$ cat config.mk
export PLATFORM = sky130hd
export DESIGN_NAME = sha256_message_digest_top
export DESIGN_NICKNAME = d
export VERILOG_FILES = /design/src/sv/sha256md_pkg.sv /design/src/sv/sha256md_ctrl.sv /design/src/sv/sha256md_dp.sv /design/src/sv/sha256_message_digest_top.sv
export SDC_FILE = /design/constraint.sdc
export NUM_CORES = 2
export LEC_CHECK = 0
export BUFFER_PORTS_ARGS = -buffer_cell sky130_fd_sc_hd__buf_2
export CAP_MARGIN = 10
export CORE_ASPECT_RATIO = 0.5
export CORE_MARGIN = 4
export CORE_UTILIZATION = 57
export CTS_CLUSTER_DIAMETER = 80
export DETAILED_ROUTE_END_ITERATION = 16
export PLACE_DENSITY = 0.83
export RECOVER_POWER = 25
export SYNTH_ARGS = -nofsm -noshare
export SYNTH_HDL_FRONTEND = slang
export SYNTH_SLANG_ARGS = --single-unit
$ cat constraint.sdc
create_clock -name clk -period 16.6 [get_ports clk]
set_input_delay 0.83 -clock clk [delete_from_list [all_inputs] [get_ports clk]]
set_output_delay 0.83 -clock clk [all_outputs]
set_load 0.05 [all_outputs]
$ cat src/sv/sha256md_pkg.sv
`default_nettype none
package sha256md_pkg;

  typedef enum logic [2:0] {
    ST_IDLE,
    ST_PAD,
    ST_LOAD,
    ST_ROUND,
    ST_UPDATE,
    ST_EMIT
  } state_t;

  // commands from controller to datapath
  typedef struct packed {
    logic shift_msg;
    logic shift_pad;
    logic load;
    logic round;
    logic update;
    logic emit;
  } cmd_t;

  // status from datapath to controller
  typedef struct packed {
    logic block_end;
    logic last_round;
    logic len_block;
    logic out_free;
  } status_t;

  localparam logic [7:0] PAD_MARK = 8'h80;
  localparam logic [5:0] LEN_POS = 6'd56;

  localparam logic [31:0] K_TABLE [64] = '{
    32'h428a2f98, 32'h71374491, 32'hb5c0fbcf, 32'he9b5dba5,
    32'h3956c25b, 32'h59f111f1, 32'h923f82a4, 32'hab1c5ed5,
    32'hd807aa98, 32'h12835b01, 32'h243185be, 32'h550c7dc3,
    32'h72be5d74, 32'h80deb1fe, 32'h9bdc06a7, 32'hc19bf174,
    32'he49b69c1, 32'hefbe4786, 32'h0fc19dc6, 32'h240ca1cc,
    32'h2de92c6f, 32'h4a7484aa, 32'h5cb0a9dc, 32'h76f988da,
    32'h983e5152, 32'ha831c66d, 32'hb00327c8, 32'hbf597fc7,
    32'hc6e00bf3, 32'hd5a79147, 32'h06ca6351, 32'h14292967,
    32'h27b70a85, 32'h2e1b2138, 32'h4d2c6dfc, 32'h53380d13,
    32'h650a7354, 32'h766a0abb, 32'h81c2c92e, 32'h92722c85,
    32'ha2bfe8a1, 32'ha81a664b, 32'hc24b8b70, 32'hc76c51a3,
    32'hd192e819, 32'hd6990624, 32'hf40e3585, 32'h106aa070,
    32'h19a4c116, 32'h1e376c08, 32'h2748774c, 32'h34b0bcb5,
    32'h391c0cb3, 32'h4ed8aa4a, 32'h5b9cca4f, 32'h682e6ff3,
    32'h748f82ee, 32'h78a5636f, 32'h84c87814, 32'h8cc70208,
    32'h90befffa, 32'ha4506ceb, 32'hbef9a3f7, 32'hc67178f2
  };

  localparam logic [31:0] IV_TABLE [8] = '{
    32'h6a09e667, 32'hbb67ae85, 32'h3c6ef372, 32'ha54ff53a,
    32'h510e527f, 32'h9b05688c, 32'h1f83d9ab, 32'h5be0cd19
  };

endpackage
`default_nettype wire

$ cat src/sv/sha256md_ctrl.sv
`default_nettype none
module sha256md_ctrl
  import sha256md_pkg::*;
(
  input  wire     clk,
  input  wire     rst,
  input  wire     s_tvalid,
  input  wire     s_tuser,
  input  wire     s_tlast,
  input  status_t stat,
  output logic    s_tready,
  output cmd_t    cmd
);

  state_t state, state_next;
  logic   padding, padding_next;

  always_ff @(posedge clk) begin
    if (rst) begin
      state   <= ST_IDLE;
      padding <= 1'b0;
    end else begin
      state   <= state_next;
      padding <= padding_next;
    end
  end

  always_comb begin
    state_next   = state;
    padding_next = padding;
    case (state)
      ST_IDLE: begin
        if (s_tvalid) begin
          if (s_tuser && stat.block_end) begin
            state_next   = ST_LOAD;
            padding_next = s_tlast;
          end else if (s_tlast) begin
            state_next   = ST_PAD;
            padding_next = 1'b1;
          end
        end
      end
      ST_PAD: begin
        if (stat.block_end) state_next = ST_LOAD;
      end
      ST_LOAD: state_next = ST_ROUND;
      ST_ROUND: begin
        if (stat.last_round) state_next = ST_UPDATE;
      end
      ST_UPDATE: begin
        // the block holding the length closes the message
        if (!padding) state_next = ST_IDLE;
        else if (stat.len_block) state_next = ST_EMIT;
        else state_next = ST_PAD;
      end
      ST_EMIT: begin
        if (stat.out_free) begin
          state_next   = ST_IDLE;
          padding_next = 1'b0;
        end
      end
      default: state_next = ST_IDLE;
    endcase
  end

  always_comb begin
    cmd           = '0;
    s_tready      = (state == ST_IDLE);
    cmd.shift_msg = (state == ST_IDLE) && s_tvalid && s_tuser;
    cmd.shift_pad = (state == ST_PAD);
    cmd.load      = (state == ST_LOAD);
    cmd.round     = (state == ST_ROUND);
    cmd.update    = (state == ST_UPDATE);
    cmd.emit      = (state == ST_EMIT) && stat.out_free;
  end

endmodule
`default_nettype wire

$ cat src/sv/sha256md_dp.sv
`default_nettype none
module sha256md_dp
  import sha256md_pkg::*;
(
  input  wire          clk,
  input  wire          rst,
  input  wire  [7:0]   msg_byte,
  input  cmd_t         cmd,
  output status_t      stat,
  output logic         m_tvalid,
  input  wire          m_tready,
  output logic [255:0] m_tdata
);

  function automatic logic [31:0] ror(input logic [31:0] v, input int unsigned amt);
    ror = (v >> amt) | (v << (32 - amt));
  endfunction

  // 64-byte window; oldest word at the top
  logic [511:0] win;
  logic [60:0]  byte_count;
  logic [5:0]   pos;
  logic [5:0]   rnd;
  logic         sent80;
  logic         len_block;
  logic [31:0]  va, vb, vc, vd, ve, vf, vg, vh;
  logic [31:0]  hv [8];

  logic [63:0]  bit_len;
  logic [2:0]   len_idx;
  logic [7:0]   pad_byte;
  logic [31:0]  w0, w1, w9, w14, w_new;
  logic [31:0]  s0, s1, sig_a, sig_e, choose, major, t1, t2;

  assign bit_len = {byte_count, 3'b000};
  assign len_idx = 3'd7 - pos[2:0];

  always_comb begin
    if (!sent80) pad_byte = PAD_MARK;
    else if (len_block && pos >= LEN_POS) pad_byte = bit_len[{len_idx, 3'b000} +: 8];
    else pad_byte = 8'h00;
  end

  assign w0    = win[511:480];
  assign w1    = win[479:448];
  assign w9    = win[223:192];
  assign w14   = win[63:32];
  assign s0    = ror(w1, 7) ^ ror(w1, 18) ^ (w1 >> 3);
  assign s1    = ror(w14, 17) ^ ror(w14, 19) ^ (w14 >> 10);
  assign w_new = w0 + s0 + w9 + s1;

  assign sig_e  = ror(ve, 6) ^ ror(ve, 11) ^ ror(ve, 25);
  assign choose = (ve & vf) ^ (~ve & vg);
  assign sig_a  = ror(va, 2) ^ ror(va, 13) ^ ror(va, 22);
  assign major  = (va & vb) ^ (va & vc) ^ (vb & vc);
  assign t1     = vh + sig_e + choose + K_TABLE[rnd] + w0;
  assign t2     = sig_a + major;

  always_ff @(posedge clk) begin
    if (cmd.shift_msg) win <= {win[503:0], msg_byte};
    else if (cmd.shift_pad) win <= {win[503:0], pad_byte};
    else if (cmd.round) win <= {win[479:0], w_new};

    if (cmd.load) begin
      va <= hv[0]; vb <= hv[1]; vc <= hv[2]; vd <= hv[3];
      ve <= hv[4]; vf <= hv[5]; vg <= hv[6]; vh <= hv[7];
    end else if (cmd.round) begin
      vh <= vg; vg <= vf; vf <= ve; ve <= vd + t1;
      vd <= vc; vc <= vb; vb <= va; va <= t1 + t2;
    end

    if (cmd.emit) begin
      m_tdata <= {hv[6], hv[7], hv[4], hv[5], hv[2], hv[3], hv[0], hv[1]};
    end
  end

  always_ff @(posedge clk) begin
    if (rst) begin
      byte_count <= '0;
      pos        <= '0;
      rnd        <= '0;
      sent80     <= 1'b0;
      len_block  <= 1'b0;
      m_tvalid   <= 1'b0;
      for (int i = 0; i < 8; i++) hv[i] <= IV_TABLE[i];
    end else begin
      if (cmd.shift_msg) begin
        byte_count <= byte_count + 61'd1;
        pos        <= pos + 6'd1;
      end
      if (cmd.shift_pad) begin
        pos <= pos + 6'd1;
        if (!sent80) begin
          sent80    <= 1'b1;
          len_block <= (pos < LEN_POS);
        end
      end
      if (cmd.load) rnd <= '0;
      else if (cmd.round) rnd <= rnd + 6'd1;
      if (cmd.update) begin
        hv[0] <= hv[0] + va; hv[1] <= hv[1] + vb;
        hv[2] <= hv[2] + vc; hv[3] <= hv[3] + vd;
        hv[4] <= hv[4] + ve; hv[5] <= hv[5] + vf;
        hv[6] <= hv[6] + vg; hv[7] <= hv[7] + vh;
        // a marker block that overflowed leaves the length for the next one
        if (sent80) len_block <= 1'b1;
      end
      if (cmd.emit) begin
        byte_count <= '0;
        pos        <= '0;
        sent80     <= 1'b0;
        len_block  <= 1'b0;
        m_tvalid   <= 1'b1;
        for (int i = 0; i < 8; i++) hv[i] <= IV_TABLE[i];
      end else if (m_tready) begin
        m_tvalid <= 1'b0;
      end
    end
  end

  always_comb begin
    stat            = '0;
    stat.block_end  = (pos == 6'd63);
    stat.last_round = (rnd == 6'd63);
    stat.len_block  = len_block;
    stat.out_free   = !m_tvalid || m_tready;
  end

endmodule
`default_nettype wire

$ cat src/sv/sha256_message_digest_top.sv
// message bytes are taken one per cycle while idle; a full 64-byte block then holds input
// during compression (one load, 64 rounds of the single round unit, one chaining update)
// end of message: one pad byte per cycle (9 to 72) plus one or two compressions,
// then the EMIT state loads the output register once it is free
// the next message may start while the digest waits in the output register
// synchronous reset clears the byte count, loads the initial hash values and drops m_tvalid
`default_nettype none
module sha256_message_digest_top
  import sha256md_pkg::*;
(
  input  wire          clk,
  input  wire          rst,
  input  wire          s_tvalid,
  output logic         s_tready,
  input  wire  [7:0]   s_tdata,   // msg_byte
  input  wire          s_tuser,   // byte_present
  input  wire          s_tlast,   // end_of_message
  output logic         m_tvalid,
  input  wire          m_tready,
  // [63:0] digest_bits_255_192, [127:64] digest_bits_191_128,
  // [191:128] digest_bits_127_64, [255:192] digest_bits_63_0
  output logic [255:0] m_tdata
);

  cmd_t    cmd;
  status_t stat;

  sha256md_ctrl u_ctrl (
    .clk      (clk),
    .rst      (rst),
    .s_tvalid (s_tvalid),
    .s_tuser  (s_tuser),
    .s_tlast  (s_tlast),
    .stat     (stat),
    .s_tready (s_tready),
    .cmd      (cmd)
  );

  sha256md_dp u_dp (
    .clk      (clk),
    .rst      (rst),
    .msg_byte (s_tdata),
    .cmd      (cmd),
    .stat     (stat),
    .m_tvalid (m_tvalid),
    .m_tready (m_tready),
    .m_tdata  (m_tdata)
  );

endmodule
`default_nettype wire

==> impl_metrics.yaml <==
logic_synthesis:
  syn_inst: 8307
  synth_top_area_cell: "edfxtp_1"
  syn-num-nets: 8911
  yosys_warnings: 0
  synthTopCellsByArea: "edfxtp_1 (43%), nand2_1 (11%), ha_1 (6.1%)"
  synth_top_area_share_pct: 43.0
  ys_types: 91
  synth_enable_flop_cells: 1152
  synthMuxAreaShare_pct: 1.44
  synth_top_family_by_area: "simple AND/OR/NAND/NOR gates"
  yosys.area_share.xor_xnor_pct: 6.66
  syn_area_um2: 80500
  synthSimpleGateAreaFrac_pct: 17.0
  synth-seq-cells: 1360
  async_reset_ff_share_pct: 0
  avgSynthCellArea_um2: 9.69
  ys.flop_type: "edfxtp_1"
  yosysSeqAreaShare_pct: 48.1
  synth_fa_ha_area_share_pct: 11.0
  synth_compound_area_share_pct: 12.0
floorplan:
  floorplan.initialDensity_pct: 57.4
  die_h_um: 274
  rows: 97
  ios: 272
  die_w_um: 540
  core_um2: 140000
  die_area_um2: 148000
place:
  dp_slack_ns: 6.95
  port_buffers: 271
  gp_routability_congestion: 1.02
  dpl.hpwl_um: 172000
routing:
  drt-total-wl_um: 238000
  drt-initial-drc-count: 7931
  viasPerCell: 6.08
  ant_nets: 0
  vias: 62700
  firstDrtPassIters: 9
  post-route-drc-count: 0
  wl_per_cell_um: 23.1
finish:
  final_layout_size_suffix_gt1_share_pct: 3.87
  nNetsFinal: 8931
  nFillCells: 11300
  syn_to_final_growth_pct: 7.61
timing:
  worst_pin_slew_ns: 4.04
  fin_crit_sh_pct: 59.3
  finalHoldViolCount: 0
  max_freq_mhz: 102
  rsz0062_at_grt: "false"
  fin_ws_ns: 6.75
  finClkSkew_ns: 0.0549
  min_period_ns: 9.85
  max_slew_margin_pct: -169
  maxSlewViolCount: 479
  fin_tns_setup_ns: 0
  setup-violations-final: 0
grt:
  track_usage_pct: 31.6
  met1_usage_pct: 43.3
  use_met2_pct: 49.5
  grtUsageMet3_pct: 6.04
  grt_pass1_wl_um: 360000
  grt_overflow_total: 0
  antenna_found_initial: 7
  grt_max_degree: 253
  gr-max-usage-layer: "met2"
  grt_pass1_vias: 59200
worst_setup_path:
  slowest_stage: "clkinv_1"
  end_kind: "register"
  slowest_delay_ns: 0.59
  cp_common_cell: "o21ai_0"
  critPathTopFamily: "compound AO/OA/AOI/OAI gates"
  arrival_ns: 10.31
  crit_path_max_fanout: 60
  worstSetupStartpointType: "register"
  reg2reg_slack_ns: 6.75
  critical_path_required_ns: 17.06
  cp_num_buf_inv: 7
  worst_r2r_endpoint: "u_dp.va[31]$_DFFE_PP_"
  reg2reg_depth: 37
  rr_startpoint: "u_dp.rnd[3]$_SDFFE_PP0P_"
  path_class: "register to register"
  crit_start: "u_dp.rnd[3]$_SDFFE_PP0P_"
clocking:
  htree_num_levels: 3
  cts_resized: 0
  ctsHoldBuffers: 0
  cts_buffers: 119
  clk_path_buf_depth: 3
  cts_setup_buffers: 0
  cts_tree: "built"
  cts_root_buffer: "clkbuf_16"
  clock_sinks: 1360
  clock_latency_ns: 0.77
  clk_transition_reported_paths_ns: 0.07
worst_hold_path:
  whs_path_depth: 3
  hold_path.class: "primary input to register"
  hold-path-endpoint: "u_dp.win[6]$_DFFE_PP_"
  worstHoldStart: "s_tdata[6]"
job:
  cap_violations: 8
status:
  violations: "capacitance limit, slew limit"
  status: "complete, but fails checks"
-- worst max path at each step --
stage	end	cells after the start
6_report	u_dp.va[31]$_DFFE_PP_	37
5_1_grt	u_dp.va[31]$_DFFE_PP_	38
4_1_cts	u_dp.va[31]$_DFFE_PP_	37
3_5_place_dp	u_dp.va[31]$_DFFE_PP_	37
3_3_place_gp	u_dp.va[31]$_DFFE_PP_	37
2_1_floorplan	u_dp.win[0]$_DFFE_PP_	6
-- worst reg2reg max path: cells and delay by family, from the launching register on --
family	cells	cell delay, ns
compound gates	16	3.02
xor+xnor	2	0.52
fa+ha+maj	6	2.54
buf+inv	7	1.74
flops	1	0.32
mux	1	0.57
simple gates	5	0.87
-- routing by layer --
metal  part of all wire (%)  vias up  wire length (um)
met5                  0.025        -                59
met4                    5.1        8             12200
met3                     10      621             24500
met2                     45     3157            107000
met1                     40    30200             94600
li1                       -    28700                 -
-- placed cells by master, fill, tap and decap left out, types with 120 or more instances in the layout --
cell / n
a21o_1: 224
a21oi_1: 430
clkbuf_1: 290
clkbuf_16: 120
dfxtp_1: 204
edfxtp_1: 1152
fa_1: 195
ha_1: 395
inv_1: 352
nand2_1: 2431
nor2_1: 373
o21ai_0: 378
xnor2_1: 343
xor2_1: 264
-- cells by family after synthesis --
group	count (synthesis)
adder cells (fa/ha/maj)	593
AO/OA/AOI/OAI	1534
AND/OR/NAND/NOR	3336
XOR/XNOR	609
multiplexers	88
buffers and inverters	787
flip-flops	1360
-- through the flow --
stage               area [um^2]  hold slack [ns]  cells  util [%]
global route              86600            0.419  10300      61.8
finish                    86600            0.444  10300      61.8
CTS                       87000            0.404  10300      62.1
global placement          83200            0.466  10100      59.3
detailed placement        83200            0.474  10100      59.3
floorplan                 80500            0.440   8307         -
-- layout make-up --
class | count | area (um^2) | share of cell area (%)
multi-input combinational | 6160 | 38800 | 44.8
sequential | 1360 | 38800 | 44.7
clock buffer | 149 | 3130 | 3.61
tap | 1881 | 2350 | 2.72
timing repair buffer | 329 | 1490 | 1.71
inverter | 357 | 1340 | 1.55
clock inverter | 76 | 712 | 0.822
antenna | 2 | 5.00 | 0.00578
-- state kept, by name, indices dropped and copies added (netlist names), 3 cells and up --
| register | cells |
|---|---|
| u_dp.vb | 32 |
| u_dp.vd | 32 |
| u_dp.vg | 32 |
| u_dp.ve | 32 |
| u_dp.m_tdata | 256 |
| u_dp.va | 32 |
| u_dp.hv | 256 |
| u_ctrl.state | 3 |
| u_dp.byte_count | 61 |
| u_dp.win | 512 |
| u_dp.vc | 32 |
| u_dp.pos | 6 |
| u_dp.vf | 32 |
| u_dp.rnd | 6 |
| u_dp.vh | 32 |
-- synth_stat cells (all sizes together) (13+ instances only) --
cell type     n
nand2      2432
edfxtp     1152
a21oi       430
ha          395
clkbuf      388
o21ai       382
nor2        377
inv         356
xnor2       343
xor2        264
a21o        225
dfxtp       208
fa          195
nand3       107
nor3         87
o21a         72
mux2i        58
a211oi       57
nand2b       55
nor2b        52
a31oi        51
or3          49
o211ai       48
buf          42
nand4        39
o31ai        38
o21bai       36
and3         29
and2         26
mux4         21
a21boi       17
nor3b        17
or2          16
a221oi       14
nor4         13
Power is left out: the tool's default activity adds up to more than one toggle a clock period on the data nets, which glitch-free logic cannot reach.
